File: config.mk
export PLATFORM = sky130hd
export DESIGN_NAME = status_line_prefix_led_indicator_flat
export DESIGN_NICKNAME = d
export VERILOG_FILES = /design/src/rtl/core/slpli_pkg.sv /design/src/rtl/core/slpli_if.sv /design/src/rtl/core/slpli_match.sv /design/src/rtl/core/status_line_prefix_led_indicator.sv /design/src/flat_wrapper.sv
export SDC_FILE = /design/constraint.sdc
export NUM_CORES = 1
export LEC_CHECK = 0
export ABC_AREA = 1
export BUFFER_PORTS_ARGS = -buffer_cell sky130_fd_sc_hd__buf_2
export CAP_MARGIN = 30
export CELL_PAD_IN_SITES_DETAIL_PLACEMENT = 0
export CELL_PAD_IN_SITES_GLOBAL_PLACEMENT = 2
export CORE_MARGIN = 3
export CORE_UTILIZATION = 33
export CTS_CLUSTER_SIZE = 24
export DETAILED_ROUTE_END_ITERATION = 8
export PLACE_DENSITY_LB_ADDON = 0.2
export SETUP_SLACK_MARGIN = 0.2
export SKIP_LAST_GASP = 1
export SLEW_MARGIN = 40
export SYNTH_ARGS = -nofsm -noshare
export SYNTH_HDL_FRONTEND = slang
export SYNTH_HIERARCHICAL = 1
export SYNTH_SLANG_ARGS = --single-unit
File: constraint.sdc
create_clock -name clk_i -period 4.2 [get_ports clk_i]
set_input_delay 0.21 -clock clk_i [delete_from_list [all_inputs] [get_ports clk_i]]
set_output_delay 0.21 -clock clk_i [all_outputs]
set_load 0.01 [all_outputs]
File: src/rtl/core/slpli_pkg.sv
`timescale 1ns / 1ps
// ----------------------------------------------------------------------------
// Status line LED indicator package
// Shared types, status codes, prefix texts and color table.
// ----------------------------------------------------------------------------
package slpli_pkg;

  localparam int unsigned LineStore = 24;
  localparam int unsigned LenW      = $clog2(LineStore + 1);
  localparam int unsigned NumPat    = 8;
  localparam int unsigned PatMax    = 20;
  localparam int unsigned PatIdxW   = $clog2(PatMax);
  localparam int unsigned TimeW     = 32;
  localparam int unsigned CfgW      = 16;
  localparam int unsigned ColorW    = 24;

  typedef enum logic [3:0] {
    ST_CONNECT = 4'd0,
    ST_IDLE    = 4'd1,
    ST_RUN     = 4'd2,
    ST_HOLD    = 4'd3,
    ST_JOG     = 4'd4,
    ST_DOOR    = 4'd5,
    ST_HOME    = 4'd6,
    ST_ALARM   = 4'd7,
    ST_NONE    = 4'd8
  } status_e;

  typedef enum logic {
    REQ_BYTE = 1'b0,
    REQ_TICK = 1'b1
  } req_type_e;

  typedef enum logic {
    CFG_BLINK_INTERVAL  = 1'b0,
    CFG_REQUEST_TIMEOUT = 1'b1
  } cfg_idx_e;

  typedef struct packed {
    logic       strobe;
    logic [7:0] data;
  } byte_evt_t;

  typedef logic [PatMax-1:0][7:0] pat_text_t;

  localparam logic [7:0] CharLf = 8'h0a;
  localparam logic [7:0] CharCr = 8'h0d;

  localparam pat_text_t PAT_TEXT [NumPat] = '{
    "[MSG:INFO: Connected", "<Idle", "<Run", "<Hold",
    "<Jog", "<Door", "<Home", "<Alarm"
  };

  localparam logic [LenW-1:0] PAT_LEN [NumPat] = '{
    LenW'(20), LenW'(5), LenW'(4), LenW'(5),
    LenW'(4), LenW'(5), LenW'(5), LenW'(6)
  };

  localparam logic [ColorW-1:0] ColorRed    = 24'hff0000;
  localparam logic [ColorW-1:0] ColorPurple = 24'hff00ff;

  localparam logic [ColorW-1:0] STATUS_COLOR [NumPat] = '{
    24'h00ff00, 24'h00ff00, 24'h007fff, 24'hffcf00,
    24'hff00ff, 24'hff5f00, 24'hff00ff, 24'hff0000
  };

  localparam logic [CfgW-1:0] BlinkReset   = 16'd250;
  localparam logic [CfgW-1:0] TimeoutReset = 16'd5000;

endpackage

File: src/rtl/core/slpli_if.sv
`timescale 1ns / 1ps
// ----------------------------------------------------------------------------
// Status line LED indicator channels
// Valid/ready channels for input items and result items.
// ----------------------------------------------------------------------------
interface slpli_in_if;
  logic       valid;
  logic       ready;
  logic       req_type;
  logic [7:0] rx_byte;

  modport source (output valid, req_type, rx_byte, input ready);
  modport sink   (input valid, req_type, rx_byte, output ready);
endinterface

interface slpli_out_if;
  logic        valid;
  logic        ready;
  logic [23:0] led_color;
  logic        led_changed;
  logic        send_request;
  logic [3:0]  line_status;

  modport source (output valid, led_color, led_changed, send_request, line_status,
                  input ready);
  modport sink   (input valid, led_color, led_changed, send_request, line_status,
                  output ready);
endinterface

File: src/rtl/core/slpli_match.sv
`timescale 1ns / 1ps
// ----------------------------------------------------------------------------
// Line prefix matcher
// Tracks the line length and one running prefix match flag per status text.
// ----------------------------------------------------------------------------
module slpli_match (
  input  logic                  clk_i,
  input  logic                  rst_ni,
  input  slpli_pkg::byte_evt_t  evt_i,
  output slpli_pkg::status_e    line_status_o
);

  logic [slpli_pkg::LenW-1:0]   len_d, len_q;
  logic [slpli_pkg::NumPat-1:0] ok_d, ok_q;
  logic                         is_lf, is_cr, store;
  logic [slpli_pkg::LenW-1:0]   pos;
  logic                         found;

  assign is_lf = (evt_i.data == slpli_pkg::CharLf);
  assign is_cr = (evt_i.data == slpli_pkg::CharCr);
  assign store = evt_i.strobe && !is_lf && !is_cr &&
                 (len_q < slpli_pkg::LenW'(slpli_pkg::LineStore));

  always_comb begin
    len_d = len_q;
    ok_d  = ok_q;
    pos   = '0;
    if (evt_i.strobe && is_lf) begin
      len_d = '0;
      ok_d  = '1;
    end else if (store) begin
      len_d = len_q + slpli_pkg::LenW'(1);
      for (int s = 0; s < slpli_pkg::NumPat; s++) begin
        pos = slpli_pkg::PAT_LEN[s] - slpli_pkg::LenW'(1) - len_q;
        if (len_q < slpli_pkg::PAT_LEN[s] &&
            evt_i.data != slpli_pkg::PAT_TEXT[s][pos[slpli_pkg::PatIdxW-1:0]]) begin
          ok_d[s] = 1'b0;
        end
      end
    end
  end

  always_comb begin
    line_status_o = slpli_pkg::ST_NONE;
    found         = 1'b0;
    for (int s = 0; s < slpli_pkg::NumPat; s++) begin
      if (!found && ok_q[s] && len_q != '0 && len_q >= slpli_pkg::PAT_LEN[s]) begin
        found         = 1'b1;
        line_status_o = slpli_pkg::status_e'(4'(s));
      end
    end
  end

  always_ff @(posedge clk_i or negedge rst_ni) begin
    if (!rst_ni) begin
      len_q <= '0;
      ok_q  <= '1;
    end else begin
      len_q <= len_d;
      ok_q  <= ok_d;
    end
  end

endmodule

File: src/rtl/core/status_line_prefix_led_indicator.sv
`timescale 1ns / 1ps
// ----------------------------------------------------------------------------
// Status line LED indicator
// Builds text lines from received bytes, classifies them by prefix, drives
// the LED color, blinks before connect and flags status requests on ticks.
// ----------------------------------------------------------------------------
//  channel   dir   handshake        payload
//  in_ch     in    valid / ready    req_type, rx_byte
//  out_ch    out   valid / ready    led_color, led_changed, send_request,
//                                   line_status
//  cfg       in    cfg_we_i         cfg_idx_i, cfg_data_i
//
//  One item per cycle unless out_ch stalls; input register, then result register.
//  Each item gives one result, computed as it moves into the result register.
//  Reset gives red, no status, and clears the line; no clearing pass.
//  A stalled result holds; one more item waits in the input register.
// ----------------------------------------------------------------------------
module status_line_prefix_led_indicator (
  input  logic                       clk_i,
  input  logic                       rst_ni,
  slpli_in_if.sink                   in_ch,
  slpli_out_if.source                out_ch,
  input  logic                       cfg_we_i,
  input  logic                       cfg_idx_i,
  input  logic [slpli_pkg::CfgW-1:0] cfg_data_i
);

  logic                          s1_v_q, s1_type_q;
  logic [7:0]                    s1_byte_q;
  logic                          in_acc, adv;

  logic [slpli_pkg::CfgW-1:0]    blink_q, timeout_q;

  logic                          conn_d, conn_q;
  slpli_pkg::status_e            shown_d, shown_q;
  logic [slpli_pkg::ColorW-1:0]  color_d, color_q;
  logic                          purple_d, purple_q;
  logic [slpli_pkg::TimeW-1:0]   st_age_d, st_age_q;
  logic [slpli_pkg::TimeW-1:0]   rq_age_d, rq_age_q;
  logic [slpli_pkg::TimeW-1:0]   bl_age_d, bl_age_q;
  logic [slpli_pkg::TimeW-1:0]   st_inc, rq_inc, bl_inc;

  logic                          send;
  slpli_pkg::status_e            status, match_status;
  slpli_pkg::byte_evt_t          evt;

  logic                          out_v_q;
  logic [slpli_pkg::ColorW-1:0]  o_color_q;
  logic                          o_changed_q, o_send_q;
  slpli_pkg::status_e            o_status_q;

  assign adv          = s1_v_q && (!out_v_q || out_ch.ready);
  assign in_ch.ready  = !s1_v_q || adv;
  assign in_acc       = in_ch.valid && in_ch.ready;

  always_ff @(posedge clk_i or negedge rst_ni) begin
    if (!rst_ni) begin
      s1_v_q <= 1'b0;
    end else if (in_acc) begin
      s1_v_q <= 1'b1;
    end else if (adv) begin
      s1_v_q <= 1'b0;
    end
  end

  always_ff @(posedge clk_i) begin
    if (in_acc) begin
      s1_type_q <= in_ch.req_type;
      s1_byte_q <= in_ch.rx_byte;
    end
  end

  always_ff @(posedge clk_i or negedge rst_ni) begin
    if (!rst_ni) begin
      blink_q   <= slpli_pkg::BlinkReset;
      timeout_q <= slpli_pkg::TimeoutReset;
    end else if (cfg_we_i) begin
      unique case (cfg_idx_i)
        slpli_pkg::CFG_BLINK_INTERVAL:  blink_q   <= cfg_data_i;
        slpli_pkg::CFG_REQUEST_TIMEOUT: timeout_q <= cfg_data_i;
        default: ;
      endcase
    end
  end

  assign evt.strobe = adv && (s1_type_q == slpli_pkg::REQ_BYTE);
  assign evt.data   = s1_byte_q;

  slpli_match u_match (
    .clk_i         (clk_i),
    .rst_ni        (rst_ni),
    .evt_i         (evt),
    .line_status_o (match_status)
  );

  assign st_inc = st_age_q + slpli_pkg::TimeW'(1);
  assign rq_inc = rq_age_q + slpli_pkg::TimeW'(1);
  assign bl_inc = bl_age_q + slpli_pkg::TimeW'(1);

  always_comb begin
    conn_d   = conn_q;
    shown_d  = shown_q;
    color_d  = color_q;
    purple_d = purple_q;
    st_age_d = st_age_q;
    rq_age_d = rq_age_q;
    bl_age_d = bl_age_q;
    send     = 1'b0;
    status   = slpli_pkg::ST_NONE;
    if (s1_type_q == slpli_pkg::REQ_TICK) begin
      st_age_d = st_inc;
      rq_age_d = rq_inc;
      bl_age_d = bl_inc;
      if (st_inc >= slpli_pkg::TimeW'(timeout_q) &&
          rq_inc >= slpli_pkg::TimeW'(timeout_q)) begin
        send     = 1'b1;
        rq_age_d = '0;
      end
      if (!conn_q && bl_inc >= slpli_pkg::TimeW'(blink_q)) begin
        purple_d = !purple_q;
        color_d  = purple_q ? slpli_pkg::ColorRed : slpli_pkg::ColorPurple;
        bl_age_d = '0;
      end
    end else if (s1_byte_q == slpli_pkg::CharLf) begin
      status = match_status;
      if (status == slpli_pkg::ST_CONNECT) begin
        conn_d   = 1'b1;
        st_age_d = '0;
        rq_age_d = '0;
      end else if (status != slpli_pkg::ST_NONE && conn_q) begin
        st_age_d = '0;
      end
      if (status != slpli_pkg::ST_NONE &&
          (status == slpli_pkg::ST_CONNECT || conn_q) && status != shown_q) begin
        color_d = slpli_pkg::STATUS_COLOR[status[2:0]];
        shown_d = status;
      end
    end
  end

  always_ff @(posedge clk_i or negedge rst_ni) begin
    if (!rst_ni) begin
      conn_q   <= 1'b0;
      shown_q  <= slpli_pkg::ST_NONE;
      color_q  <= slpli_pkg::ColorRed;
      purple_q <= 1'b0;
      st_age_q <= '0;
      rq_age_q <= '0;
      bl_age_q <= '0;
    end else if (adv) begin
      conn_q   <= conn_d;
      shown_q  <= shown_d;
      color_q  <= color_d;
      purple_q <= purple_d;
      st_age_q <= st_age_d;
      rq_age_q <= rq_age_d;
      bl_age_q <= bl_age_d;
    end
  end

  always_ff @(posedge clk_i or negedge rst_ni) begin
    if (!rst_ni) begin
      out_v_q <= 1'b0;
    end else if (adv) begin
      out_v_q <= 1'b1;
    end else if (out_ch.ready) begin
      out_v_q <= 1'b0;
    end
  end

  always_ff @(posedge clk_i) begin
    if (adv) begin
      o_color_q   <= color_d;
      o_changed_q <= (color_d != color_q);
      o_send_q    <= send;
      o_status_q  <= status;
    end
  end

  assign out_ch.valid        = out_v_q;
  assign out_ch.led_color    = o_color_q;
  assign out_ch.led_changed  = o_changed_q;
  assign out_ch.send_request = o_send_q;
  assign out_ch.line_status  = o_status_q;

endmodule

File: src/flat_wrapper.sv
// flat-port wrapper written by rule: the top's interface ports become plain ports
module status_line_prefix_led_indicator_flat 
  (clk_i, rst_ni, cfg_we_i, cfg_idx_i, cfg_data_i, in_ch_valid, in_ch_req_type, in_ch_rx_byte, in_ch_ready, out_ch_valid, out_ch_led_color, out_ch_led_changed, out_ch_send_request, out_ch_line_status, out_ch_ready);
  slpli_in_if in_ch_i ();
  slpli_out_if out_ch_i ();
  input  logic clk_i;
  input  logic rst_ni;
  input  logic cfg_we_i;
  input  logic cfg_idx_i;
  input  logic [slpli_pkg::CfgW-1:0] cfg_data_i;
  input wire logic [$bits(in_ch_i.valid)-1:0] in_ch_valid;
  input wire logic [$bits(in_ch_i.req_type)-1:0] in_ch_req_type;
  input wire logic [$bits(in_ch_i.rx_byte)-1:0] in_ch_rx_byte;
  output wire logic [$bits(in_ch_i.ready)-1:0] in_ch_ready;
  output wire logic [$bits(out_ch_i.valid)-1:0] out_ch_valid;
  output wire logic [$bits(out_ch_i.led_color)-1:0] out_ch_led_color;
  output wire logic [$bits(out_ch_i.led_changed)-1:0] out_ch_led_changed;
  output wire logic [$bits(out_ch_i.send_request)-1:0] out_ch_send_request;
  output wire logic [$bits(out_ch_i.line_status)-1:0] out_ch_line_status;
  input wire logic [$bits(out_ch_i.ready)-1:0] out_ch_ready;
  assign in_ch_i.valid = in_ch_valid;
  assign in_ch_i.req_type = in_ch_req_type;
  assign in_ch_i.rx_byte = in_ch_rx_byte;
  assign in_ch_ready = in_ch_i.ready;
  assign out_ch_valid = out_ch_i.valid;
  assign out_ch_led_color = out_ch_i.led_color;
  assign out_ch_led_changed = out_ch_i.led_changed;
  assign out_ch_send_request = out_ch_i.send_request;
  assign out_ch_line_status = out_ch_i.line_status;
  assign out_ch_i.ready = out_ch_ready;
  status_line_prefix_led_indicator u_core (.clk_i(clk_i), .rst_ni(rst_ni), .in_ch(in_ch_i), .out_ch(out_ch_i), .cfg_we_i(cfg_we_i), .cfg_idx_i(cfg_idx_i), .cfg_data_i(cfg_data_i));
endmodule
==> After elaboration in Yosys (flattened, before gate mapping) <==
Memories as Yosys holds them, arrays and structs flattened.
Index checks and enable logic that the tools add are counted.
{ "word_totals": {"word_cells": 225, "rom_bits": 2240, "memories": 9, "regBits": 212} }
{ "memory_table": {"columns": ["name", "words", "width", "read_ports", "rd_clocked_by_memory_dff", "write_ports", "line", "rtl"], "rows": [
  ["(no name shown)", 32, 8, 1, 0, 0, "slpli_match.sv:36", "evt_i.data != slpli_pkg::PAT_TEXT[s][pos[slpli_pkg::PatIdxW-1:0]]) begin"],
  ["(no name shown)", 32, 8, 1, 0, 0, "slpli_match.sv:36", null],
  ["(no name shown)", 32, 8, 1, 0, 0, "slpli_match.sv:36", null],
  ["(no name shown)", 32, 8, 1, 0, 0, "slpli_match.sv:36", null],
  ["(no name shown)", 32, 8, 1, 0, 0, "slpli_match.sv:36", null],
  ["(no name shown)", 32, 8, 1, 0, 0, "slpli_match.sv:36", null],
  ["3 more memories", null, null, null, null, null, null, null]
]} }
{ "op_classes": {"order_cmp": 17, "add_sub_neg": 8, "bitwise_logic": 4, "n_eq_ne": 13, "reduce_logical": 92, "n_mux": 56} }
{ "op_table": {"columns": ["op", "count"], "rows": [
  ["32-bit 2-to-1 mux", 9],
  ["24-bit 2-to-1 mux", 6],
  ["32-bit by 1-bit adder with 32-bit output (second input constant)", 3],
  ["32-bit by 16-bit >= comparator with 1-bit output", 3],
  ["8-bit 2-to-1 mux", 11],
  ["8-bit != test", 8],
  ["1-bit logical AND", 43],
  ["4-bit 2-to-1 mux", 8],
  ["2-bit nonzero test", 13],
  ["5-bit by 6-bit < comparator with 1-bit output (second input constant)", 4],
  ["24-bit != test", 1],
  ["2-bit AND reduction", 11],
  ["1-bit 2-to-1 mux", 20],
  ["8-bit by 4-bit == test with 1-bit output (second input constant)", 2],
  ["5-bit by 3-bit >= comparator with 1-bit output (second input constant)", 3],
  ["5-bit by 3-bit < comparator with 1-bit output (second input constant)", 3],
  ["1-bit logical NOT", 13],
  ["5-bit < comparator (second input constant)", 2],
  ["5-bit 2-to-1 mux", 2],
  ["3-bit by 5-bit subtractor with 5-bit output (first input constant)", 2],
  ["3-bit AND reduction", 3],
  ["4-bit AND reduction", 2],
  ["5-bit by 1-bit adder with 5-bit output (second input constant)", 1],
  ["5-bit >= comparator (second input constant)", 1],
  ["other kinds (12)", 16]
]} }

==> Longest topological paths before layout <==
Gate-level depths: netlist (run 1).
{ "depth": {"word_depth": 47, "ltp_mapped": 31, "depth_no_buf": 31} }

==> Hierarchy <==
The synthesis (run 1) kept the hierarchy.
{ "by_module_without_submodules": {"columns": ["module", "area_each_um2", "cells_per_inst", "seq_area_each_um2", "instances"], "rows": [
  ["status_line_prefix_led_indicator", 12110.4, 1577, 5200.0, 1],
  ["slpli_match", 2342.2, 416, 335.3, 1]
]} }

==> Least setup slack after synthesis (run 1) <==
Ideal clock, no wire load.
{ "synth_path": {"kind": "reg2reg", "start": "reg u_core/u_match/len_q[2] (netlist bit)", "end": "reg u_core.o_changed_q, in the netlist u_core/out_ch.led_changed, data pin", "slack_ps": 292, "period_less_slack_ps": 3908, "arrival_time_ps": 3648, "path_buffers": 1, "stages_incl_launch_ff": 25, "path_cell_list": "dfrtp_1 -> inv_1 -> ha_1 -> nand2_4 -> nor2_2 -> inv_1 -> nand3_1 -> nand2_1 -> nor2_2 -> nand2_1 -> nor4_1 -> inv_1 -> nor3_1 -> nor2_1 -> nand2_1 -> nor2_1 -> buf_2 -> a21oi_1 -> o21ai_0 -> nand3_1 -> nand2_1 -> nor2_1 -> nand3_1 -> nor2_1 -> nand3_1"} }
{ "synth_via": {"elab_chain_cells": 47} }
{ "synth_rtl": {"columns": ["element", "line", "rtl"], "rows": [
  ["start: declaration", "slpli_match.sv:13", "logic [slpli_pkg::LenW-1:0] len_d, len_q;"],
  ["start signal: assignment", "slpli_match.sv:59", "len_q <= len_d;"],
  ["branches (longest 38 deep; another with 5-bit >= comparator)", null, null],
  ["4-bit 2-to-1 mux *", "slpli_match.sv:47", "if (!found && ok_q[s] && len_q != '0 && len_q >= slpli_pkg::PAT_LEN[s]) begin"],
  ["named net u_core.match_status[3]", "status_line_prefix_led_indicator.sv:44", "slpli_pkg::status_e status, match_status;"],
  ["4-bit logical NOT", "status_line_prefix_led_indicator.sv:134", "(status == slpli_pkg::ST_CONNECT || conn_q) && status != shown_q) begin"],
  ["1-bit logical OR", "status_line_prefix_led_indicator.sv:134", null],
  ["1-bit logical AND", "status_line_prefix_led_indicator.sv:133", "if (status != slpli_pkg::ST_NONE &&"],
  ["1-bit logical AND *", "status_line_prefix_led_indicator.sv:134", null],
  ["24-bit 2-to-1 mux *", "status_line_prefix_led_indicator.sv:133", null],
  ["24-bit 2-to-1 mux *", "status_line_prefix_led_indicator.sv:124", "end else if (s1_byte_q == slpli_pkg::CharLf) begin"],
  ["24-bit 2-to-1 mux *", "status_line_prefix_led_indicator.sv:110", "if (s1_type_q == slpli_pkg::REQ_TICK) begin"],
  ["24-bit != test *", "status_line_prefix_led_indicator.sv:174", "o_changed_q <= (color_d != color_q);"],
  ["end signal: assignment", "status_line_prefix_led_indicator.sv:174", null],
  ["end: declaration", "status_line_prefix_led_indicator.sv:49", "logic o_changed_q, o_send_q;"]
]} }
Mark *: on every way through the listed nets, which the timed path passes. The select of a mux whose other input is x is not followed.
A chain may end at the register's enable or synchronous reset.

==> Worst setup path in the final report (run 1) <==
{ "layout_path": {"start": "reg u_core/u_match/len_q[1] (netlist bit)", "end": "reg u_core.o_changed_q, in the netlist u_core/out_ch.led_changed, data pin"} }
{ "layout_via": {"elab_chain_cells": 47} }
{ "layout_rtl": {"columns": ["element", "line", "rtl"], "rows": [
  ["branches (longest 38 deep; another with 5-bit >= comparator)", null, null],
  ["4-bit 2-to-1 mux *", "slpli_match.sv:47", null],
  ["named net u_core.match_status[3]", "status_line_prefix_led_indicator.sv:44", null],
  ["4-bit logical NOT", "status_line_prefix_led_indicator.sv:134", null],
  ["1-bit logical OR", "status_line_prefix_led_indicator.sv:134", null],
  ["1-bit logical AND", "status_line_prefix_led_indicator.sv:133", null],
  ["1-bit logical AND *", "status_line_prefix_led_indicator.sv:134", null],
  ["24-bit 2-to-1 mux *", "status_line_prefix_led_indicator.sv:133", null],
  ["24-bit 2-to-1 mux *", "status_line_prefix_led_indicator.sv:124", null],
  ["24-bit 2-to-1 mux *", "status_line_prefix_led_indicator.sv:110", null],
  ["named net u_core.color_d, one bit", "status_line_prefix_led_indicator.sv:36", "logic [slpli_pkg::ColorW-1:0] color_d, color_q;"],
  ["24-bit != test *", "status_line_prefix_led_indicator.sv:174", null]
]} }
Marks and branches as above.

==> results.json, run 1 <==
{
  "crit_slowest_cell": "nor4_4",
  "cts_max_path_buffers": 3,
  "row_count": 76,
  "cp-startpoint": "u_core/u_match/len_q[1]",
  "cts.reportedPaths.clkPinSlew_ns": 0.06,
  "arrival_ns": 4.02,
  "max_clock_freq_mhz": 268,
  "synth_seq_cells": 212,
  "synth-compound-area-share": 0.107,
  "port_buffers": 62,
  "power_frac_clock": 0.245,
  "gp_congestion": 0.828,
  "detail_route.wl_per_cell_um": 15.5,
  "vias": 13200,
  "synthXorXnorAreaFrac": 0.0459,
  "hpwlAfterDp_um": 30300,
  "p_leak_nw": 8.18,
  "cts_root_buf": "clkbuf_16",
  "pin_count": 63,
  "p_seq_frac": 0.340,
  "post_dp_cell_area_um2": 15500,
  "grt-ovfl-total": 0,
  "powerDensity_nw_per_um2": 531,
  "holdCritPathClass": "in2async",
  "synthFlopType": "dfrtp_1",
  "r2r_slack_ns": 0.47,
  "finish.instance_area_um2": 17200,
  "cts_sinks": 212,
  "tightest_slew_ns": 0.731,
  "drtAntennaViolNets": 0,
  "crit_end": "u_core/out_ch.led_changed",
  "final_cells": 2721,
  "synth_edf_count": 39,
  "cts_tree": "done",
  "status": "finished, final reports clean",
  "grt_use_met2": 0.296,
  "synth_nets": 2092,
  "async_flop_share": 0.816,
  "avgSynthCellArea_um2": 7.25,
  "first_iter_violations": 814,
  "die_w_um": 215,
  "setup_viol": 0,
  "p_sw_frac": 0.415,
  "top_usage_layer": "met2",
  "final_core_utilization": 0.398,
  "dieArea_um2": 46300,
  "synth_top_family_by_area": "simple AND/OR/NAND/NOR gates",
  "n_fill_cell": 4616,
  "maxCapViolCount": 0,
  "grt_pass1_vias": 12700,
  "die_y_um": 215,
  "r2r_cells": 24,
  "grt_antenna_before_repair": 0,
  "layout.nets": 2214,
  "max_stage_delay_ns": 0.42,
  "layout-drive-gt1-share": 0.152,
  "grt_pass1_wl_um": 67900,
  "skew_ns": 0.0248,
  "yosys.area_share.simple": 0.315,
  "report.final.slew_viol_count": 0,
  "relSlewSlack": 0.512,
  "yosys_warnings": 6,
  "p_sw_w": 0.00379,
  "core_area_um2": 43200,
  "synth.yosys.seq_area_share": 0.383,
  "hold_viol": 0,
  "worstSetupStartpointType": "flop",
  "muxShareOfSynthArea": 0,
  "dpl.cell_count": 2624,
  "crit_required_ns": 4.50,
  "grt_max_degree": 93,
  "reg2reg_from": "u_core/u_match/len_q[1]",
  "use_met1": 0.248,
  "clk_latency_ns": 0.56,
  "drc": 0,
  "min_period_ns": 3.73,
  "synth_cells": 1993,
  "internal-power_w": 0.00533,
  "drt_wl_total_um": 42100,
  "drt_pass1_iterations": 5,
  "fin_crit_sh": 0.887,
  "multi_input_area_um2": 7940,
  "viasPerCell": 4.85,
  "synth_area_um2": 14500,
  "synth-adder-area-share": 0.0589,
  "syn2layout_area_growth_pct": 18.8,
  "grt_use_total": 0.178,
  "htree_num_levels": 1,
  "grt_util_met3": 0.0216,
  "cp-end-kind": "flop",
  "regArea_um2": 5540,
  "cts_buffers": 27,
  "antenna_cells": 0,
  "worstReg2RegEnd": "u_core/out_ch.led_changed",
  "start_util": 0.335,
  "pwr-share-comb": 0.415,
  "synth.distinct_cells": 55,
  "hold_slack_ns": 0.156,
  "crit_type": "reg2reg",
  "peakVddDrop_mv": 0.304,
  "cp_max_fo": 11,
  "cp_cell_sequence": "buf_4, ha_1, nor2_4, nor2_4, nand2_2, nand2_2, nor2_4, nand2_4, nor4_4, inv_2, nor3_4, nor2_1, nand2_1, nor2_4, buf_12, a21oi_1, buf_4, o21ai_0, nand2_1, nand2_1, nand2_1, nand3_1, nor2_1, nand3_1",
  "rsz0062_at_grt": "false"
}
==> cells in the mapped netlist (3+ instances only) <==
master	n	area, µm²
nand2_1	580	2180
inv_1	259	972
nor2_1	170	638
dfrtp_1	145	3630
nand3_1	144	721
o21ai_0	125	626
ha_1	68	851
xor2_1	59	517
a21oi_1	53	265
nand4_1	46	288
edfxtp_1	39	1170
nor3_1	35	175
o22ai_1	31	194
dfstp_2	28	736
clkbuf_1	26	97.6
o21ai_2	19	166
nor2_2	16	100
inv_2	14	52.6
xnor2_1	13	114
buf_2	9	45.0
nand2_2	9	56.3
o21ai_1	9	45.0
nand3b_1	8	60.1
a22o_1	6	52.6
nand3_2	6	60.1
nor4_1	6	37.5
a31oi_1	5	31.3
buf_1	5	18.8
buf_6	5	56.3
clkinv_1	5	18.8
nand2_4	5	56.3
buf_4	4	30.0
nor2_4	4	45.0
nor3_2	4	40.0
a211oi_1	3	22.5
o211ai_1	3	22.5
o21a_1	3	22.5
==> cell families after synthesis <==
| kind of cell | count (synthesis) |
|---|---|
| buffers and inverters | 329 |
| AND/OR/NAND/NOR | 1041 |
| XOR/XNOR | 74 |
| AO/OA/AOI/OAI | 269 |
| adder cells (fa/ha/maj) | 68 |
| flip-flops | 212 |
==> what timing repair did <==
item / CTS / global route
setup endpoints to repair: 15 / 60
setup buffers: 2 / 14
cloned: 0 / 1
resized for setup: 12 / 68
pin swaps: 1 / 16
hold buffers: 29 / 0
endpoints found under the hold margin: 110 / 0
==> power by group through the flow <==
stage / Clock (W) / Sequential, W / Combinational [W]
after floorplan: 0 / 0.00305 / 0.00265
after global placement: 0 / 0.00313 / 0.00359
after detailed placement: 0 / 0.00312 / 0.00362
after CTS: 0.00232 / 0.00310 / 0.00367
after global routing: 0.00241 / 0.00317 / 0.00435
final: 0.00223 / 0.00310 / 0.00379
==> metal layers <==
layer	up-vias	wire length (µm)
li1	6719	-
met1	6211	20700
met2	204	19400
met3	52	1260
met4	0	757
met5	-	0
==> sequential cells by signal, indices dropped and copies added, names as in the netlist, 8 cells and up <==
name	count
u_core/out_ch.led_color	24
u_core/rq_age_q	32
u_core/u_match/ok_q	8
u_core/timeout_q	16
u_core/blink_q	16
u_core/st_age_q	32
u_core/s1_byte_q	8
u_core/bl_age_q	32
u_core/color_q	24
==> how the worst min path moves through the flow <==
stage / start / endpoint / slack [ns] / cells after the start
6_report: rst_ni / u_core/rq_age_q[25] / 0.16 / 2
5_1_grt: rst_ni / u_core/rq_age_q[27] / 0.20 / 2
4_1_cts: rst_ni / u_core/rq_age_q[27] / 0.32 / 2
3_5_place_dp: rst_ni / u_core/s1_v_q / 0.36 / 1
3_3_place_gp: rst_ni / u_core/s1_v_q / 0.36 / 1
2_1_floorplan: rst_ni / u_core/bl_age_q[0] / -0.09 / 0
==> through the flow <==
stage | total power, W | setup WS [ns] | TNS, ns
4_1_cts | 0.00909 | 0.206 | 0
3_5_place_dp | 0.00674 | -0.0834 | -0.0834
3_3_place_gp | 0.00671 | 0.0343 | 0
2_1_floorplan | 0.00570 | 0.292 | 0
6_report | 0.00912 | 0.475 | 0
5_1_grt | 0.00994 | 0.199 | 0
==> placed cells by master (no fill, tap or decap), drive strengths merged, types with 29 or more instances in the layout <==
cell type and count:
nand4 47, dfrtp 145, a21oi 54, nor3 40, ha 68, nand3 150
edfxtp 39, o22ai 31, inv 277, clkbuf 41, dlygate4sd3 29, o21ai 153
xor2 61, buf 112, nand2 594, nor2 190
==> layout make-up <==
type,count,share of cell area
multi-input cells,1452,0.462
flip-flops and latches,212,0.323
repair buffers,142,0.0617
inverters,280,0.0617
clock buffers,40,0.0445
well taps,585,0.0426
clock inverters,10,0.00437
==> critical path: cells and delay by family (launching register included) <==
family	cells	cell delay, ns
simple gates	17	1.98
fa+ha+maj	1	0.25
buf+inv	4	0.62
flops	1	0.38
compound gates	2	0.24
No activity file was read; power rests on OpenSTA's default activity.
==> run 2: changes to the inputs <==
- CTS_BUF_LIST: unset -> sky130_fd_sc_hd__clkbuf_16
==> run 2 against run 1 <==
Clock-buffer cell count down 13. Sequential share of layout area grew 0.061 points. Core utilization is 0.075 points lower. Combinational power is essentially flat. Via count decreased by 0.33%. Wire length is essentially flat. Sequential power is essentially flat. Final area fell by 0.19%. Maximum frequency grew 0.19%.
==> results.json, run 2 (same netlist as run 1, synthesis figures left out) <==
{
  "top_regs": "u_core/bl_age_q: 32 flops, u_core/rq_age_q: 32 flops, u_core/st_age_q: 32 flops",
  "first_iter_violations": 826,
  "maxCapViolCount": 0,
  "report.final.slew_viol_count": 0,
  "tightest_slew_ns": 0.737,
  "holdCritPathClass": "in2async",
  "n_fill_cell": 4622,
  "cts_buffers": 27,
  "drtAntennaViolNets": 0,
  "clk_latency_ns": 0.56,
  "grt_max_degree": 93,
  "peakVddDrop_mv": 0.306,
  "setup_viol": 0,
  "final_common_cell": "nand2_1",
  "max_clock_freq_mhz": 269,
  "die_y_um": 215,
  "multi_input_area_um2": 7940,
  "fin_crit_sh": 0.885,
  "grt_pass1_vias": 12700,
  "powerDensity_nw_per_um2": 527,
  "min_period_ns": 3.72,
  "internal-power_w": 0.00524,
  "arrival_ns": 4.01,
  "crit_required_ns": 4.50,
  "p_leak_nw": 8.20,
  "reg2reg_from": "u_core/u_match/len_q[1]",
  "drt_wl_total_um": 42100,
  "layout.nets": 2215,
  "gp_congestion": 0.828,
  "pwr-share-comb": 0.420,
  "cp-end-kind": "flop",
  "p_seq_frac": 0.343,
  "cp_max_fo": 11,
  "power_frac_clock": 0.237,
  "p_sw_w": 0.00379,
  "start_util": 0.335,
  "hpwlAfterDp_um": 30300,
  "cts_tree": "done",
  "viasPerCell": 4.83,
  "pin_count": 63,
  "vias": 13100,
  "relSlewSlack": 0.507,
  "port_buffers": 62,
  "drt_pass1_iterations": 5,
  "layout-drive-gt1-share": 0.150,
  "die_w_um": 215,
  "drc": 0,
  "dieArea_um2": 46300,
  "grt_use_total": 0.178,
  "power_w": 0.00902,
  "finish.instance_area_um2": 17100,
  "detail_route.wl_per_cell_um": 15.4,
  "crit_type": "reg2reg",
  "cts_root_buf": "clkbuf_16",
  "htree_num_levels": 1,
  "skew_ns": 0.0267,
  "rsz0062_at_grt": "false",
  "cts_max_path_buffers": 3,
  "cts.reportedPaths.clkPinSlew_ns": 0.06,
  "cp-startpoint": "u_core/u_match/len_q[1]",
  "core_area_um2": 43200,
  "p_sw_frac": 0.420,
  "regArea_um2": 5540,
  "post_dp_cell_area_um2": 15500,
  "grt_antenna_before_repair": 0,
  "syn2layout_area_growth_pct": 18.5,
  "cts_sinks": 212,
  "status": "finished, final reports clean",
  "final_cell_mix": "nand2_1, inv_1, nor2_1, dfrtp_1, nand3_1",
  "row_count": 76,
  "grt-ovfl-total": 0,
  "antenna_cells": 0,
  "hold_viol": 0,
  "worstSetupStartpointType": "flop",
  "grt_pass1_wl_um": 67800
}
run 2: metal layers:
layer | GRT usage | routed length (µm) | vias up
li1 | - | - | 6724
met1 | 0.248 | 20600 | 6175
met3 | 0.0222 | 1300 | 50
met2 | 0.297 | 19400 | 194
met4 | 0.0366 | 735 | 0
met5 | 0 | 0 | -
run 2: what timing repair did:
| item | in CTS | in global routing |
|---|---|---|
| gates cloned | 0 | 1 |
| setup buffers | 2 | 15 |
| pin swaps | 1 | 16 |
| setup endpoints to repair | 15 | 60 |
| hold buffers | 29 | 0 |
| gates resized for setup | 12 | 68 |
| hold endpoints to repair | 110 | 0 |
run 2: final timing paths:
kind | to | slack (ns) | cells past startpoint
hold reg to reg | u_core/u_match/ok_q[7] | 0.46 | 2
hold / removal | u_core/rq_age_q[27] | 0.16 | 2
setup / recovery | u_core/out_ch.led_changed | 0.48 | 24
max in group asynchronous | u_core/color_q[19] | 3.13 | 3
min in group clk_i | u_core/timeout_q[3] | 0.26 | 4
setup reg to reg | u_core/out_ch.led_changed | 0.48 | 24
run 2: cell type report:
type	instances	area share
Inverter	280	0.0618
Timing Repair Buffer	143	0.0623
Tap cell	585	0.0427
Sequential cell	212	0.323
Clock inverter	23	0.00723
Multi-Input combinational cell	1452	0.463
Clock buffer	27	0.0394
run 2: per-stage QoR:
step           utilization  hold WS, ns  instances  TNS, ns  worst slack [ns]
2_1_floorplan            -      -0.0856       1993        0             0.292
3_3_place_gp         0.360        0.362       2624        0            0.0343
3_5_place_dp         0.360        0.361       2624  -0.0834           -0.0834
4_1_cts              0.387        0.322       2705        0             0.203
5_1_grt              0.397        0.197       2722        0             0.202
6_report             0.397        0.160       2722        0             0.482
run 2: power by group through the flow:
| stage | registers (W) | clock network [W] | logic (W) |
|---|---|---|---|
| after floorplan | 0.00305 | 0 | 0.00265 |
| after global placement | 0.00313 | 0 | 0.00359 |
| after detailed placement | 0.00312 | 0 | 0.00362 |
| after CTS | 0.00310 | 0.00222 | 0.00367 |
| after global routing | 0.00317 | 0.00232 | 0.00435 |
| final | 0.00310 | 0.00214 | 0.00379 |
run 2: critical path: stages, from the launching register on:
cell and delay [ns]:
dfrtp_1 0.38, buf_4 0.19, ha_1 0.25, nor2_4 0.16, nor2_4 0.07, nand2_2 0.08, nand2_2 0.07, nor2_4 0.15
nand2_4 0.08, nor4_4 0.42, inv_2 0.11, nor3_4 0.14, nor2_1 0.06, nand2_1 0.12, nor2_4 0.08, buf_12 0.15
a21oi_1 0.12, buf_4 0.17, o21ai_0 0.12, nand2_1 0.13, nand2_1 0.07, nand2_1 0.06, nand3_1 0.06, nor2_1 0.14
nand3_1 0.09
